[src/hw/rtl/wpe_pkg.sv]
package wpe_pkg;

	localparam int CORDIC_STAGES = 20;
	localparam int CW = 34;
	localparam int ZW = 33;
	localparam logic signed [CW-1:0] INV_GAIN = 34'sd652032874;
	localparam logic signed [36:0] DEG_TO_RAD = 37'sd19190098069;
	localparam logic signed [16:0] HALF_TURN = 17'sd11520;
	localparam logic signed [16:0] QUARTER_TURN = 17'sd5760;
	localparam logic signed [16:0] FULL_TURN = 17'sd23040;

	typedef enum logic [1:0] {
		MODE_START = 2'd0,
		MODE_END   = 2'd1,
		MODE_MID   = 2'd2,
		MODE_KEEP  = 2'd3
	} mode_t;

	typedef struct packed {
		logic [1:0]         mode;
		logic [30:0]        length;
		logic signed [15:0] azimuth;
		logic signed [15:0] polar_angle;
		logic signed [31:0] start_x;
		logic signed [31:0] start_y;
		logic signed [31:0] start_z;
		logic signed [31:0] end_x;
		logic signed [31:0] end_y;
		logic signed [31:0] end_z;
	} req_t;

	typedef struct packed {
		logic signed [31:0] new_start_x;
		logic signed [31:0] new_start_y;
		logic signed [31:0] new_start_z;
		logic signed [31:0] new_end_x;
		logic signed [31:0] new_end_y;
		logic signed [31:0] new_end_z;
	} rsp_t;

	function automatic logic signed [ZW-1:0] atan_tab(input int i);
		logic signed [ZW-1:0] r;
		begin
			unique case (i)
				0: r = 33'sd843314857;
				1: r = 33'sd497837829;
				2: r = 33'sd263043837;
				3: r = 33'sd133525159;
				4: r = 33'sd67021687;
				5: r = 33'sd33543516;
				6: r = 33'sd16775851;
				7: r = 33'sd8388437;
				8: r = 33'sd4194283;
				9: r = 33'sd2097149;
				default: r = (i < 31) ? (33'sd1 <<< (30 - i)) : 33'sd0;
			endcase
			return r;
		end
	endfunction

	function automatic logic signed [63:0] sat32(input logic signed [63:0] v);
		if (v > 64'sd2147483647) return 64'sd2147483647;
		if (v < -64'sd2147483648) return -64'sd2147483648;
		return v;
	endfunction

endpackage

[src/hw/rtl/wpe_angle.sv]
module wpe_angle (
	input  logic                         clk,
	input  logic                         en,
	input  logic signed [15:0]           ang,
	output logic signed [wpe_pkg::ZW-1:0] z_s2,
	output logic                         flip_s2
);
	import wpe_pkg::*;
	logic signed [16:0] a, r;
	logic signed [16:0] r_s1;
	logic flip;
	logic flip_s1;
	logic signed [53:0] prod;

	always_comb begin
		a = 17'(ang);
		r = a;
		if (a >= HALF_TURN) r = a - FULL_TURN;
		else if (a < -HALF_TURN) r = a + FULL_TURN;
		flip = 1'b0;
		if (r > QUARTER_TURN) begin
			r = r - HALF_TURN;
			flip = 1'b1;
		end else if (r < -QUARTER_TURN) begin
			r = r + HALF_TURN;
			flip = 1'b1;
		end
		prod = 54'(r_s1) * 54'(DEG_TO_RAD) + 54'sd32768;
	end

	always_ff @(posedge clk) begin
		if (en) begin
			r_s1 <= r;
			flip_s1 <= flip;
			z_s2 <= ZW'(prod >>> 16);
			flip_s2 <= flip_s1;
		end
	end
endmodule

[config.mk]
export PLATFORM = sky130hd
export DESIGN_NAME = wpe_angle
export DESIGN_NICKNAME = d
export VERILOG_FILES = /design/src/hw/rtl/wpe_pkg.sv /design/src/hw/rtl/wpe_angle.sv
export SDC_FILE = /design/constraint.sdc
export NUM_CORES = 1
export LEC_CHECK = 0
export BUFFER_PORTS_ARGS = -buffer_cell sky130_fd_sc_hd__buf_2
export CAP_MARGIN = 20
export CORE_MARGIN = 1
export CORE_UTILIZATION = 60
export CTS_BUF_LIST = sky130_fd_sc_hd__clkbuf_4
export DETAILED_ROUTE_END_ITERATION = 12
export PLACE_DENSITY = 0.8
export SLEW_MARGIN = 10
export SYNTH_ARGS = -nofsm -noshare
export SYNTH_HDL_FRONTEND = slang
export SYNTH_SLANG_ARGS = --single-unit
[constraint.sdc]
create_clock -name clk -period 10.1 [get_ports clk]
set_input_delay 1.01 -clock clk [delete_from_list [all_inputs] [get_ports clk]]
set_output_delay 1.01 -clock clk [all_outputs]
set_load 0.01 [all_outputs]
== After elaboration in Yosys (flattened, before gate mapping) ==
Cells that the tools add are included.

* Add/sub/neg operators: 5
* Multiply operators: 1
* Order comparisons: 4
* Mux-type cells: 5

{| class="wikitable"
|+ Operator list
! kind !! number
|-
| 2-to-1 mux 17 bit || 4
|-
| adder 49 x 17 -> 49 bit, second input constant || 1
|-
| multiplier 17 x 36 -> 49 bit, second input constant || 1
|-
| adder 16 x 16 -> 17 bit, second input constant || 1
|-
| adder 17 x 15 -> 17 bit, second input constant || 1
|-
| greater-than comparator 17 x 14 -> 1 bit, second input constant || 1
|-
| less-than comparator 17 x 14 -> 1 bit, second input constant || 1
|-
| subtractor 16 x 16 -> 17 bit, second input constant || 1
|-
| subtractor 17 x 15 -> 17 bit, second input constant || 1
|-
| greater-or-equal comparator 16 x 15 -> 1 bit, second input constant || 1
|-
| less-than comparator 16 x 15 -> 1 bit, second input constant || 1
|-
| 2-to-1 mux 1 bit || 1
|}

* Flip-flop bits (word level): 52
* Input port bits: 18
* Word-level logic and storage cells: 19

== Logic depth before layout (Yosys ltp) ==
Gate-level depths: netlist of run 1.

* Depth after elaboration: 6
* Mapped depth: 22
* Depth with buffers taken out: 21

== Worst setup path after synthesis of run 1 ==
OpenSTA, ideal clock, no wires.

* Path type: reg-to-reg
* From: reg r_s1[6]
* To: reg z_s2[24] (netlist bit) (data pin)
* Data arrival time: 5.708 ns
* Slack: 4.136 ns
* Cell stages (with the launch flop): 20
* Period minus slack after synthesis: 5.964 ns
* Cells stage by stage: edfxtp_1 > fa_1 > inv_1 > fa_1 > inv_1 > fa_1 > fa_1 > inv_1 > fa_1 > fa_1 > inv_1 > ha_1 > a21o_1 > a21o_1 > a21oi_1 > nand3_1 > a21oi_2 > nor4_2 > or4_1 > and4b_1

* Cells in the longest elaborated chain, start to end: 2

{| class="wikitable"
|+ Ends and longest elaborated chain
! item !! line !! text
|-
| start: declaration || wpe_angle.sv:10 || <nowiki>logic signed [16:0] r_s1;</nowiki>
|-
| start signal: assignment || wpe_angle.sv:33 || <nowiki>r_s1 <= r;</nowiki>
|-
| multiplier 17 x 36 -> 49 bit || wpe_angle.sv:28 || <nowiki>prod = 54'(r_s1) * 54'(DEG_TO_RAD) + 54'sd32768;</nowiki>
|-
| adder 49 x 17 -> 49 bit || wpe_angle.sv:28 ||
|-
| via prod[40] || wpe_angle.sv:13 || <nowiki>logic signed [53:0] prod;</nowiki>
|-
| end signal: assignment || wpe_angle.sv:35 || <nowiki>z_s2 <= ZW'(prod >>> 16);</nowiki>
|-
| end: declaration || wpe_angle.sv:5 || <nowiki>output logic signed [wpe_pkg::ZW-1:0] z_s2,</nowiki>
|}

The timed path passes the listed nets, and every way through them passes these cells.
A chain may end at the register's enable or synchronous reset.

== Worst setup path after layout of run 1 ==
* From: reg r_s1[6]
* To: reg z_s2[31] (netlist bit) (data pin)

The elaborated chain is that of the path after synthesis.

==> results summary, run 1 <==
The flow ran to the end, and the final reports show no timing, DRC or antenna violations. The fraction of final layout cells with drive strength greater than 1 came out at 7.73%. The top routing layer in use is met4. The number of instances in the synthesized netlist came out at 1,120. The multi-input combinational cells in the finished layout cover a total of 8630 µm². The largest driver fanout on the critical path came out at 12. The final period demand of the worst path came out at 6.82 ns. The largest net degree at the start of global routing came out at 53.

Counting both buffers and inverters, the worst setup path holds a total of 4. In the final routed layout, each cell accounts on average for 17.9 µm. The clock transition at the register clock pins on the worst setup and hold paths after CTS is 0.18 ns. The worst setup path is captured at a flop. The sum of overflow across all layers after global routing came out at 0. The number of register bits inferred by synthesis is 52.

In the routed design, unresolved DRC markers number 0. The async set or reset register ratio after synthesis is 0%. The area inside the core boundary is 18,700 µm². The relative area change from synthesis to final layout is 4.75%. The TritonCTS sink count came out at 52. The core utilization of the finished layout is 64.0%. The post-cts repair resize count is 0. The maximum level of the CTS H-tree is 2. The dominant synthesized flop cell is sky130_fd_sc_hd__edfxtp_1. The signal on the critical path passes through fa_1, inv_1, fa_1, fa_1, inv_1, fa_1, fa_1, inv_1, fa_1, inv_1, ha_1, a21o_1, a21o_1, a21o_1, a21oi_1, o21ai_0, a211oi_1, o21ai_0, xor2_1. The initial cell density of the core came out at 61.1%. The via count is 7,884.

The length of routed met2 wiring is 11,900 µm. The measured slew at the worst slew-check pin is 0.839 ns. The final total negative setup slack came out at 0 ns. The total of max-cap violations is 0. The launching element type of the critical path is a flop.

The antenna violation net count after detailed routing came out at 0. The number of global-route vias before repair is 8,301. Pin placement for this block handled 52 I/O pins. Counting the buffers created by CTS gives 5. The number of setup violations in the final report came out at 0. The insertion delay to the later sink of the worst-skew pair is 0.44 ns. Yosys attributes the largest share of cell area to sky130_fd_sc_hd__fa_1, sky130_fd_sc_hd__ha_1, sky130_fd_sc_hd__edfxtp_1. The detailed-route wire length on metal 1 came out at 11,200 µm. The number of placed instances with taps included came out at 1,391.

The portion of synthesized cell area occupied by the leading cell type is 32.2%. The number of I/O port buffers came out at 51. The total setup buffers inserted after CTS came out at 0. The worst setup margin came out at 3.28 ns. By instance count, the cell type seen most on the critical path is sky130_fd_sc_hd__fa_1. The setup skew after layout is 0.0164 ns.

Headroom to the max-slew limit came out at 43.5%. Summing every instance area after synthesis gives 11,400 µm². In this run the core area contains 50 standard-cell rows. The number of endpoints with negative hold slack in the final report is 0.

The worst setup path is of the reg -> reg kind. The length of the first detailed-routing pass in iterations came out at 5. The die outline area came out at 19,600 µm². The number of max-slew violations in the final report is 0.

The setup slack after placement came out at 3.42 ns. The number of hold-repair buffers added at the cts stage came out at 0. The clock tree from TritonCTS is built. sky130_fd_sc_hd__fa_1 takes more of the synthesized area than any other cell. The number of DRC markers in iteration 0 came out at 456.

The first global-routing pass estimated 41,600 µm of wire. The average size of a mapped cell is 10.2 µm². The dominant delay contributor by cell family on the critical path is adder cells. Setup repair after global routing left no endpoint under its margin. The largest stage delay on the critical path came out at 0.73 ns. The sequential share of the synthesized area is 13.7%. The total length of routed wires came out at 25,100 µm.

The met3 wire length came out at 1420 µm. After the flow finishes, the layout carries non-filler instances totaling 1,400. The post-detailed-route via-to-cell ratio came out at 5.63. The maximum clock insertion buffer count is 2.

Summed over all nets, the half-perimeter wirelength after detailed placement is 21,800 µm. In this run, distinct cell masters in the synthesized netlist total 73. The vertical die dimension is 140 µm. The final weighted congestion of routability-driven global placement is 0.987. For this run, the top clock speed supported by timing is 147 MHz. The number of nets in the synthesized netlist is 1,525. Counting flops with a built-in enable in the synthesized netlist gives 52. The arrival time of data at the critical path endpoint is 7.02 ns. The worst endpoint required time is 10.31 ns. The slowest stage of the critical path belongs to the cell sky130_fd_sc_hd__edfxtp_1. The initial antenna violation count is 1.

The aggregate global-route resource usage is 27.8%. The final critical path takes up 67.5% of the cycle. The sequential cell area in the final layout came out at 1560 µm². Yosys printed 0 warnings. The net total in the final layout is 1,569. The die is 140 µm wide. The tightest min-delay check is of the reg -> reg type. The layout filler cell count is 1,496. In this run the clock root is driven by a sky130_fd_sc_hd__clkbuf_4.
-- cell usage after synthesis (3+ instances only) --
master	n
sky130_fd_sc_hd__inv_1	306
sky130_fd_sc_hd__ha_1	203
sky130_fd_sc_hd__fa_1	184
sky130_fd_sc_hd__edfxtp_1	52
sky130_fd_sc_hd__a21oi_1	48
sky130_fd_sc_hd__a21o_1	37
sky130_fd_sc_hd__nand2_1	36
sky130_fd_sc_hd__xnor2_1	31
sky130_fd_sc_hd__nor2_1	25
sky130_fd_sc_hd__o21ai_0	17
sky130_fd_sc_hd__nand3_1	15
sky130_fd_sc_hd__xor2_1	13
sky130_fd_sc_hd__clkbuf_1	10
sky130_fd_sc_hd__a31oi_1	9
sky130_fd_sc_hd__a211oi_1	7
sky130_fd_sc_hd__and3_1	7
sky130_fd_sc_hd__nand4_1	7
sky130_fd_sc_hd__nor3_1	7
sky130_fd_sc_hd__o211ai_1	7
sky130_fd_sc_hd__a221oi_1	5
sky130_fd_sc_hd__o21bai_1	5
sky130_fd_sc_hd__a21boi_0	4
sky130_fd_sc_hd__nor3b_1	4
sky130_fd_sc_hd__o21ai_1	4
sky130_fd_sc_hd__o22ai_1	4
sky130_fd_sc_hd__or3_1	4
sky130_fd_sc_hd__and2_1	3
sky130_fd_sc_hd__nor4_1	3
sky130_fd_sc_hd__nor4b_1	3
sky130_fd_sc_hd__or2_2	3
-- layout by cell type, fill, tap and decap left out, drive strengths merged, types with 3 or more instances in the layout --
cell    netlist  layout
inv         306     308
ha          203     203
fa          184     184
buf           6      53
edfxtp       52      52
a21oi        50      50
a21o         39      39
nand2        36      36
xnor2        33      33
nor2         25      25
o21ai        21      21
nand3        15      15
xor2         15      15
a31oi         9       9
a211oi        8       8
o211ai        8       8
nand4         7       7
and3          7       7
nor3          7       7
o22ai         6       6
a221oi        5       5
o21bai        5       5
clkbuf       10       5
a21boi        5       5
or3           4       4
nor3b         4       4
nor4          4       4
and2          4       4
or2           4       4
nor4b         3       3
nor2b         3       3
o31ai         3       3
-- per-stage QoR --
stage                     hold WS, ns  area [µm²]
after floorplan                 0.400       11400
after global placement          0.403       11900
after detailed placement        0.411       11900
after CTS                       0.451       12000
after global routing            0.469       12000
final                           0.449       12000
-- cells by family (layout without fill, tap and decap cells) --
family | after synthesis | in the layout | synth area share [%]
buffers and inverters | 322 | 367 | 10.8
other | 0 | 1 | 0
multiplexers | 3 | 3 | 0.285
adder cells (fa/ha/maj) | 387 | 387 | 54.5
AO/OA/AOI/OAI | 176 | 176 | 10.8
XOR/XNOR | 48 | 48 | 4.04
flip-flops | 52 | 52 | 13.7
AND/OR/NAND/NOR | 132 | 132 | 6.00
-- sequential cells by signal, summed over array words and instances (netlist names) --
register / flops
z_s2: 33
r_s1: 17
flip_s1: 1
flip_s2: 1
-- final cells by class --
type,instances,share of cell area (%)
antenna,1,0.0209
clock buffer,5,0.314
clock inverter,3,0.209
inverter,306,9.59
multi-input combinational,746,72.1
sequential,52,13.0
tap,234,2.45
timing repair buffer,53,2.26
-- worst paths after layout --
kind / from / end / slack (ns) / depth (start not counted)
worst max-delay path: r_s1[6] / z_s2[31] / 3.28 / 19
worst min-delay path: flip_s1 / flip_s2 / 0.45 / 0
worst min register to register: flip_s1 / flip_s2 / 0.45 / 0
worst max register to register: r_s1[6] / z_s2[31] / 3.28 / 19
-- per-layer routing --
layer  global-route usage (%)  vias up
li1                         -     3729
met2                     46.7      242
met4                     9.25        0
met1                     37.2     3874
met3                     4.17       39
met5                        0        -
Power of run 1 is left out: the tool's default activity adds up to more than one toggle a clock period on the data nets, which glitch-free logic cannot reach.
==> run 2: changes to the inputs <==
==> constraint.sdc (replaced) <==
create_clock -name clk -period 6.47 [get_ports clk]
set_input_delay 0.647 -clock clk [delete_from_list [all_inputs] [get_ports clk]]
set_output_delay 0.647 -clock clk [all_outputs]
set_load 0.01 [all_outputs]
==> results summary, run 2 (synthesis gave the netlist of run 1 again) <==
The width of the die came to 140 µm (unchanged). Most frequent cells in the layout: sky130_fd_sc_hd__inv_1, sky130_fd_sc_hd__ha_1, sky130_fd_sc_hd__fa_1, sky130_fd_sc_hd__edfxtp_1, sky130_fd_sc_hd__buf_2 (unchanged). The number of endpoints with negative hold slack in the final report came out at 0 (unchanged). The core utilization of the finished layout is 65.0% (was 64.0%).

The measured slew at the worst slew-check pin is 0.703 ns (was 0.839 ns). The initial antenna violation count was 1 (unchanged). The total length of routed wires is 25,900 µm (was 25,100 µm). The aggregate global-route resource usage is 28.4% (was 27.8%). The total setup buffers inserted after CTS came out at 0 (unchanged). The nature of the critical path endpoint is a flop (unchanged). The initial cell density of the core came out at 61.1% (unchanged). The die outline area is 19,600 µm² (unchanged). The wire length per cell was 18.2 µm (was 17.9 µm). The antenna violation net count after detailed routing came out at 0 (unchanged). The final period utilization came to 95.3% (was 67.5%). The arrival time of data at the critical path endpoint came to 6.40 ns (was 7.02 ns).

The sum of overflow across all layers after global routing was 0 (unchanged). The residual DRC count is 0 (unchanged). The number of I/O port buffers came out at 51 (unchanged).

The library cell used as clock root buffer is sky130_fd_sc_hd__clkbuf_4 (unchanged). The post-cts repair resize count came out at 0 (unchanged). The maximum level of the CTS H-tree came to 2 (unchanged). The clock transition at the register clock pins on the worst setup and hold paths after CTS came to 0.19 ns (was 0.18 ns). The most flop-heavy register is z_s2 (unchanged). The final total negative setup slack came out at 0 ns (unchanged). The worst endpoint required time was 6.70 ns (was 10.31 ns). The number of DRC markers in iteration 0 was 450 (was 456). The largest net degree at the start of global routing is 53 (unchanged).

The largest driver fanout on the critical path is 6 (was 12). The net total in the final layout came out at 1,594 (was 1,569). The vertical die dimension is 140 µm (unchanged). The worst min-delay path category is in -> reg (was reg -> reg). The maximum clock insertion buffer count is 2 (unchanged). The number of hold-repair buffers added at the cts stage came out at 0 (unchanged). The number of CTS-inserted buffers is 5 (unchanged). The post-detailed-route via-to-cell ratio came out at 5.61 (was 5.63). The number of setup violations in the final report came out at 0 (unchanged).

The startpoint of the worst-slack reg-to-reg timing path was r_s1[6] (unchanged). Unrepaired setup endpoints after global routing: false (unchanged). The first-pass GRT wire length came to 42,200 µm (was 41,600 µm).

The length of the first detailed-routing pass in iterations is 5 (unchanged). The source of the critical timing path is r_s1[6] (unchanged). The final HPWL from detailed placement is 22,800 µm (was 21,800 µm). Largest registers in the final layout: z_s2 x33, r_s1 x17 (unchanged). The final weighted congestion of routability-driven global placement is 1.02 (was 0.987). The worst slew slack as a fraction of its limit is 53.1% (was 43.5%). The final period demand of the worst path is 6.16 ns (was 6.82 ns).

The path type of the worst setup path is reg -> reg (unchanged). The number of top-level design ports is 52 (unchanged). Result of the run: finished clean (unchanged).

The setup skew after layout is 0.0237 ns (was 0.0164 ns). The most common cell after layout, fill and taps aside is sky130_fd_sc_hd__inv_1 (unchanged). The relative area change from synthesis to final layout is 6.39% (was 4.75%). The fraction of final layout cells with drive strength greater than 1 was 9.66% (was 7.73%). The number of flip-flops under the largest register name was 33 (unchanged). The cell area after placement came out at 12,100 µm² (was 11,900 µm²). The clock tree from TritonCTS was built (unchanged). The TritonCTS sink count came out at 52 (unchanged).

The total number of placement rows is 50 (unchanged). The total of max-cap violations is 0 (unchanged). The cell area after layout is 12,200 µm² (was 12,000 µm²). The number of global-route vias before repair is 8,412 (was 8,301). The area inside the core boundary came out at 18,700 µm² (unchanged). The hold path startpoint is ang[0] (was flip_s1). The launching element type of the critical path is a flop (unchanged). The number of max-slew violations in the final report came out at 0 (unchanged). The fmax was 162 MHz (was 147 MHz). The insertion delay to the later sink of the worst-skew pair is 0.45 ns (was 0.44 ns). The via count was 8,000 (was 7,884).
run 2: cell type report:
cell class	count	area [µm²]
antenna	1	2.50
clock buffer	5	37.5
clock inverter	3	25.0
fill	1449	6550
inverter	306	1150
multi-input combinational	746	8630
sequential	52	1560
tap	234	293
timing repair buffer	78	458
run 2: critical path, stage by stage (launching register included):
cell and delay, ns:
sky130_fd_sc_hd__edfxtp_1 0.55, sky130_fd_sc_hd__fa_1 0.63, sky130_fd_sc_hd__inv_1 0.11, sky130_fd_sc_hd__fa_1 0.49, sky130_fd_sc_hd__inv_1 0.05, sky130_fd_sc_hd__fa_1 0.47, sky130_fd_sc_hd__fa_1 0.50, sky130_fd_sc_hd__inv_1 0.06
sky130_fd_sc_hd__fa_1 0.50, sky130_fd_sc_hd__fa_1 0.54, sky130_fd_sc_hd__inv_1 0.04, sky130_fd_sc_hd__ha_1 0.36, sky130_fd_sc_hd__a21o_1 0.20, sky130_fd_sc_hd__a21o_1 0.17, sky130_fd_sc_hd__a21oi_1 0.18, sky130_fd_sc_hd__nand3_1 0.11
sky130_fd_sc_hd__a21oi_2 0.19, sky130_fd_sc_hd__nor4_2 0.11, sky130_fd_sc_hd__or4_1 0.47, sky130_fd_sc_hd__and4b_1 0.22
run 2: per-layer routing:
metal	vias to the layer above	GRT usage [%]	wire [µm]
met1	3888	36.9	10900
met4	0	10.8	883
met5	-	0	0
met3	52	5.47	1850
met2	280	47.2	12300
li1	3780	-	-
run 2: final timing paths:
path / to / slack (ns) / cells past startpoint
setup / recovery: z_s2[24] / 0.31 / 19
hold / removal: r_s1[0] / 0.37 / 1
setup reg to reg: z_s2[24] / 0.31 / 19
hold reg to reg: flip_s2 / 0.46 / 0
run 2: through the flow:
step / hold slack (ns) / std cells / setup WS [ns]
floorplan: 0.400 / 1120 / 0.506
global placement: 0.415 / 1416 / 0.463
detailed placement: 0.421 / 1416 / 0.376
CTS: 0.369 / 1424 / 0.338
global route: 0.358 / 1425 / 0.0207
finish: 0.369 / 1425 / 0.306
Power of run 2 is left out for the same reason.
==> run 3: changes to the inputs <==
--- a/config.mk
+++ b/config.mk
@@ -5,13 +5,14 @@
 export SDC_FILE = /design/constraint.sdc
 export NUM_CORES = 1
 export LEC_CHECK = 0
-export BUFFER_PORTS_ARGS = -buffer_cell sky130_fd_sc_hd__buf_2
 export CAP_MARGIN = 20
 export CORE_MARGIN = 1
 export CORE_UTILIZATION = 60
 export CTS_BUF_LIST = sky130_fd_sc_hd__clkbuf_4
 export DETAILED_ROUTE_END_ITERATION = 12
-export PLACE_DENSITY = 0.8
+export DONT_BUFFER_PORTS = 1
+export PLACE_DENSITY = 0.86
+export REMOVE_ABC_BUFFERS = 1
 export SLEW_MARGIN = 10
 export SYNTH_ARGS = -nofsm -noshare
 export SYNTH_HDL_FRONTEND = slang
==> results summary, run 3 (synthesis gave the netlist of run 1 again) <==
The fraction of final layout cells with drive strength greater than 1 came out at 5.71% (was 9.66%). The count of cells along the worst register-to-register path is 19 (unchanged). The cell area after layout came to 11,900 µm² (was 12,200 µm²). The antenna violation net count after detailed routing was 0 (unchanged). The number of DRC markers in iteration 0 came to 534 (was 450).

The cell area after placement came out at 11,800 µm² (was 12,100 µm²). The initial cell density of the core is 61.1% (unchanged). The net total in the final layout is 1,543 (was 1,594). The maximum clock insertion buffer count came out at 2 (unchanged). The relative area change from synthesis to final layout is 4.26% (was 6.39%). The number of max-slew violations in the final report is 0 (unchanged). The library cell used as clock root buffer is sky130_fd_sc_hd__clkbuf_4 (unchanged).

The vertical die dimension came out at 140 µm (unchanged). The number of top-level design ports is 52 (unchanged). Result of the run: finished clean (unchanged). The worst slew slack as a fraction of its limit came out at 58.7% (was 53.1%). The length of the first detailed-routing pass in iterations came out at 7 (was 5). The first-pass GRT wire length is 42,700 µm (was 42,200 µm). The path type of the worst setup path is reg -> reg (unchanged).

The die outline area came out at 19,600 µm² (unchanged). The antenna diode count came out at 0 (was 1). The layout filler cell count is 1,432 (was 1,449). The clock transition at the register clock pins on the worst setup and hold paths after CTS came out at 0.17 ns (was 0.19 ns). The largest net degree at the start of global routing came out at 53 (unchanged). The measured slew at the worst slew-check pin came out at 0.617 ns (was 0.703 ns). The worst-case register-to-register setup slack was 0.23 ns (was 0.31 ns). Most frequent cells in the layout: sky130_fd_sc_hd__inv_1, sky130_fd_sc_hd__ha_1, sky130_fd_sc_hd__fa_1, sky130_fd_sc_hd__edfxtp_1, sky130_fd_sc_hd__a21oi_1 (was sky130_fd_sc_hd__inv_1, sky130_fd_sc_hd__ha_1, sky130_fd_sc_hd__fa_1, sky130_fd_sc_hd__edfxtp_1, sky130_fd_sc_hd__buf_2). The worst setup margin is 0.231 ns (was 0.306 ns). The setup skew after layout was 0.0127 ns (was 0.0237 ns). The final HPWL from detailed placement came out at 22,500 µm (was 22,800 µm). The insertion delay to the later sink of the worst-skew pair came out at 0.43 ns (was 0.45 ns). The residual DRC count came out at 0 (unchanged). The clock tree from TritonCTS is built (unchanged). The number of flip-flops under the largest register name came to 33 (unchanged).

The initial antenna violation count is 0 (was 1). The hold path startpoint is ang[1] (was ang[0]). The final period demand of the worst path is 6.24 ns (was 6.16 ns). The startpoint of the worst-slack reg-to-reg timing path was r_s1[5] (was r_s1[6]). The maximum level of the CTS H-tree came to 2 (unchanged).

The width of the die is 140 µm (unchanged). The number of global-route vias before repair was 8,543 (was 8,412). The final period utilization is 96.4% (was 95.3%).

The largest driver fanout on the critical path came to 6 (unchanged). The TritonCTS sink count is 52 (unchanged). The number of CTS-inserted buffers came out at 5 (unchanged). The worst min-delay path category is in -> reg (unchanged). The setup slack after placement was 0.282 ns (was 0.376 ns).

The sequential cell area in the final layout came out at 1560 µm² (unchanged). The aggregate global-route resource usage is 28.2% (was 28.4%). The number of endpoints with negative hold slack in the final report came out at 0 (unchanged). The terminus of the critical flop-to-flop path is z_s2[24] (unchanged). The final weighted congestion of routability-driven global placement is 1.02 (about the same). The total number of placement rows came out at 50 (unchanged). The via count came out at 7,919 (was 8,000).

The launching element type of the critical path is a flop (unchanged). The total of max-cap violations is 0 (unchanged). The cell count of the worst hold path is 0 (was 1).

The number of setup violations in the final report came out at 0 (unchanged). The wire length per cell came out at 18.8 µm (was 18.2 µm). The worst endpoint required time came out at 6.68 ns (was 6.70 ns). The capture endpoint of the worst hold path is r_s1[1] (was r_s1[0]). The most flop-heavy register is z_s2 (unchanged). The nature of the critical path endpoint is a flop (unchanged).

The area of the multi-input gates is 8640 µm² (was 8630 µm²). The fmax was 160 MHz (was 162 MHz). The post-detailed-route via-to-cell ratio is 5.77 (was 5.61). Largest registers in the final layout: z_s2 x33, r_s1 x17 (unchanged). The number of I/O port buffers was 0 (was 51). The arrival time of data at the critical path endpoint came to 6.44 ns (was 6.40 ns). The sum of overflow across all layers after global routing was 0 (unchanged).

The area inside the core boundary is 18,700 µm² (unchanged). The most common cell after layout, fill and taps aside is sky130_fd_sc_hd__inv_1 (unchanged). The total length of routed wires came out at 25,900 µm (about the same).
==> run 3: per-stage QoR <==
step / instances / utilization (%) / TNS, ns / hold slack, ns
2_1_floorplan: 1104 / - / 0 / 0.400
3_3_place_gp: 1360 / 63.1 / 0 / 0.409
3_5_place_dp: 1360 / 63.1 / 0 / 0.426
4_1_cts: 1368 / 63.4 / 0 / 0.277
5_1_grt: 1373 / 63.7 / -0.0177 / 0.264
6_report: 1373 / 63.7 / 0 / 0.292
==> run 3: area by class of cell <==
type / instances / share of cell area [%]
clock buffer: 5 / 0.315
clock inverter: 3 / 0.210
inverter: 306 / 9.64
multi-input combinational: 746 / 72.5
sequential: 52 / 13.1
tap: 234 / 2.46
timing repair buffer: 27 / 1.73
==> run 3: how the worst max path moves through the flow <==
stage / start / to / slack [ns]
global placement: r_s1[5] / z_s2[24] / 0.41
detailed placement: r_s1[5] / z_s2[24] / 0.28
floorplan: r_s1[6] / z_s2[24] / 0.51
finish: r_s1[5] / z_s2[24] / 0.23
global route: r_s1[5] / z_s2[24] / -0.02
CTS: r_s1[5] / z_s2[24] / 0.25
==> run 3: worst max-delay path: stages, from the launching register on <==
cell and delay, ns:
sky130_fd_sc_hd__edfxtp_1 0.54, sky130_fd_sc_hd__fa_2 0.65, sky130_fd_sc_hd__inv_1 0.09, sky130_fd_sc_hd__fa_1 0.48, sky130_fd_sc_hd__inv_1 0.05, sky130_fd_sc_hd__fa_1 0.48
sky130_fd_sc_hd__fa_1 0.50, sky130_fd_sc_hd__inv_1 0.07, sky130_fd_sc_hd__fa_1 0.52, sky130_fd_sc_hd__fa_1 0.54, sky130_fd_sc_hd__inv_1 0.04, sky130_fd_sc_hd__ha_1 0.36
sky130_fd_sc_hd__a21o_1 0.20, sky130_fd_sc_hd__a21o_1 0.16, sky130_fd_sc_hd__a21oi_1 0.20, sky130_fd_sc_hd__nand3_1 0.17, sky130_fd_sc_hd__a21oi_4 0.19, sky130_fd_sc_hd__nor4_2 0.09
sky130_fd_sc_hd__or4_1 0.46, sky130_fd_sc_hd__and4b_1 0.21
==> run 3: metal layers <==
metal  share of wire (%)  global-route usage (%)  routed length (µm)  vias up
met2                  48                    48.4               12400      284
met4                 3.2                    9.72                 817        0
li1                    -                       -                   -     3663
met1                  42                    36.0               10800     3909
met5                   0                       0                   0        -
met3                 7.3                    5.09                1890       63
==> run 3: repair_timing <==
action,4_1_cts,5_1_grt
hold buffers,0,0
gates resized for setup,0,4
setup endpoints to repair,0,3
setup buffers,0,5
Power of run 3 is left out for the same reason.
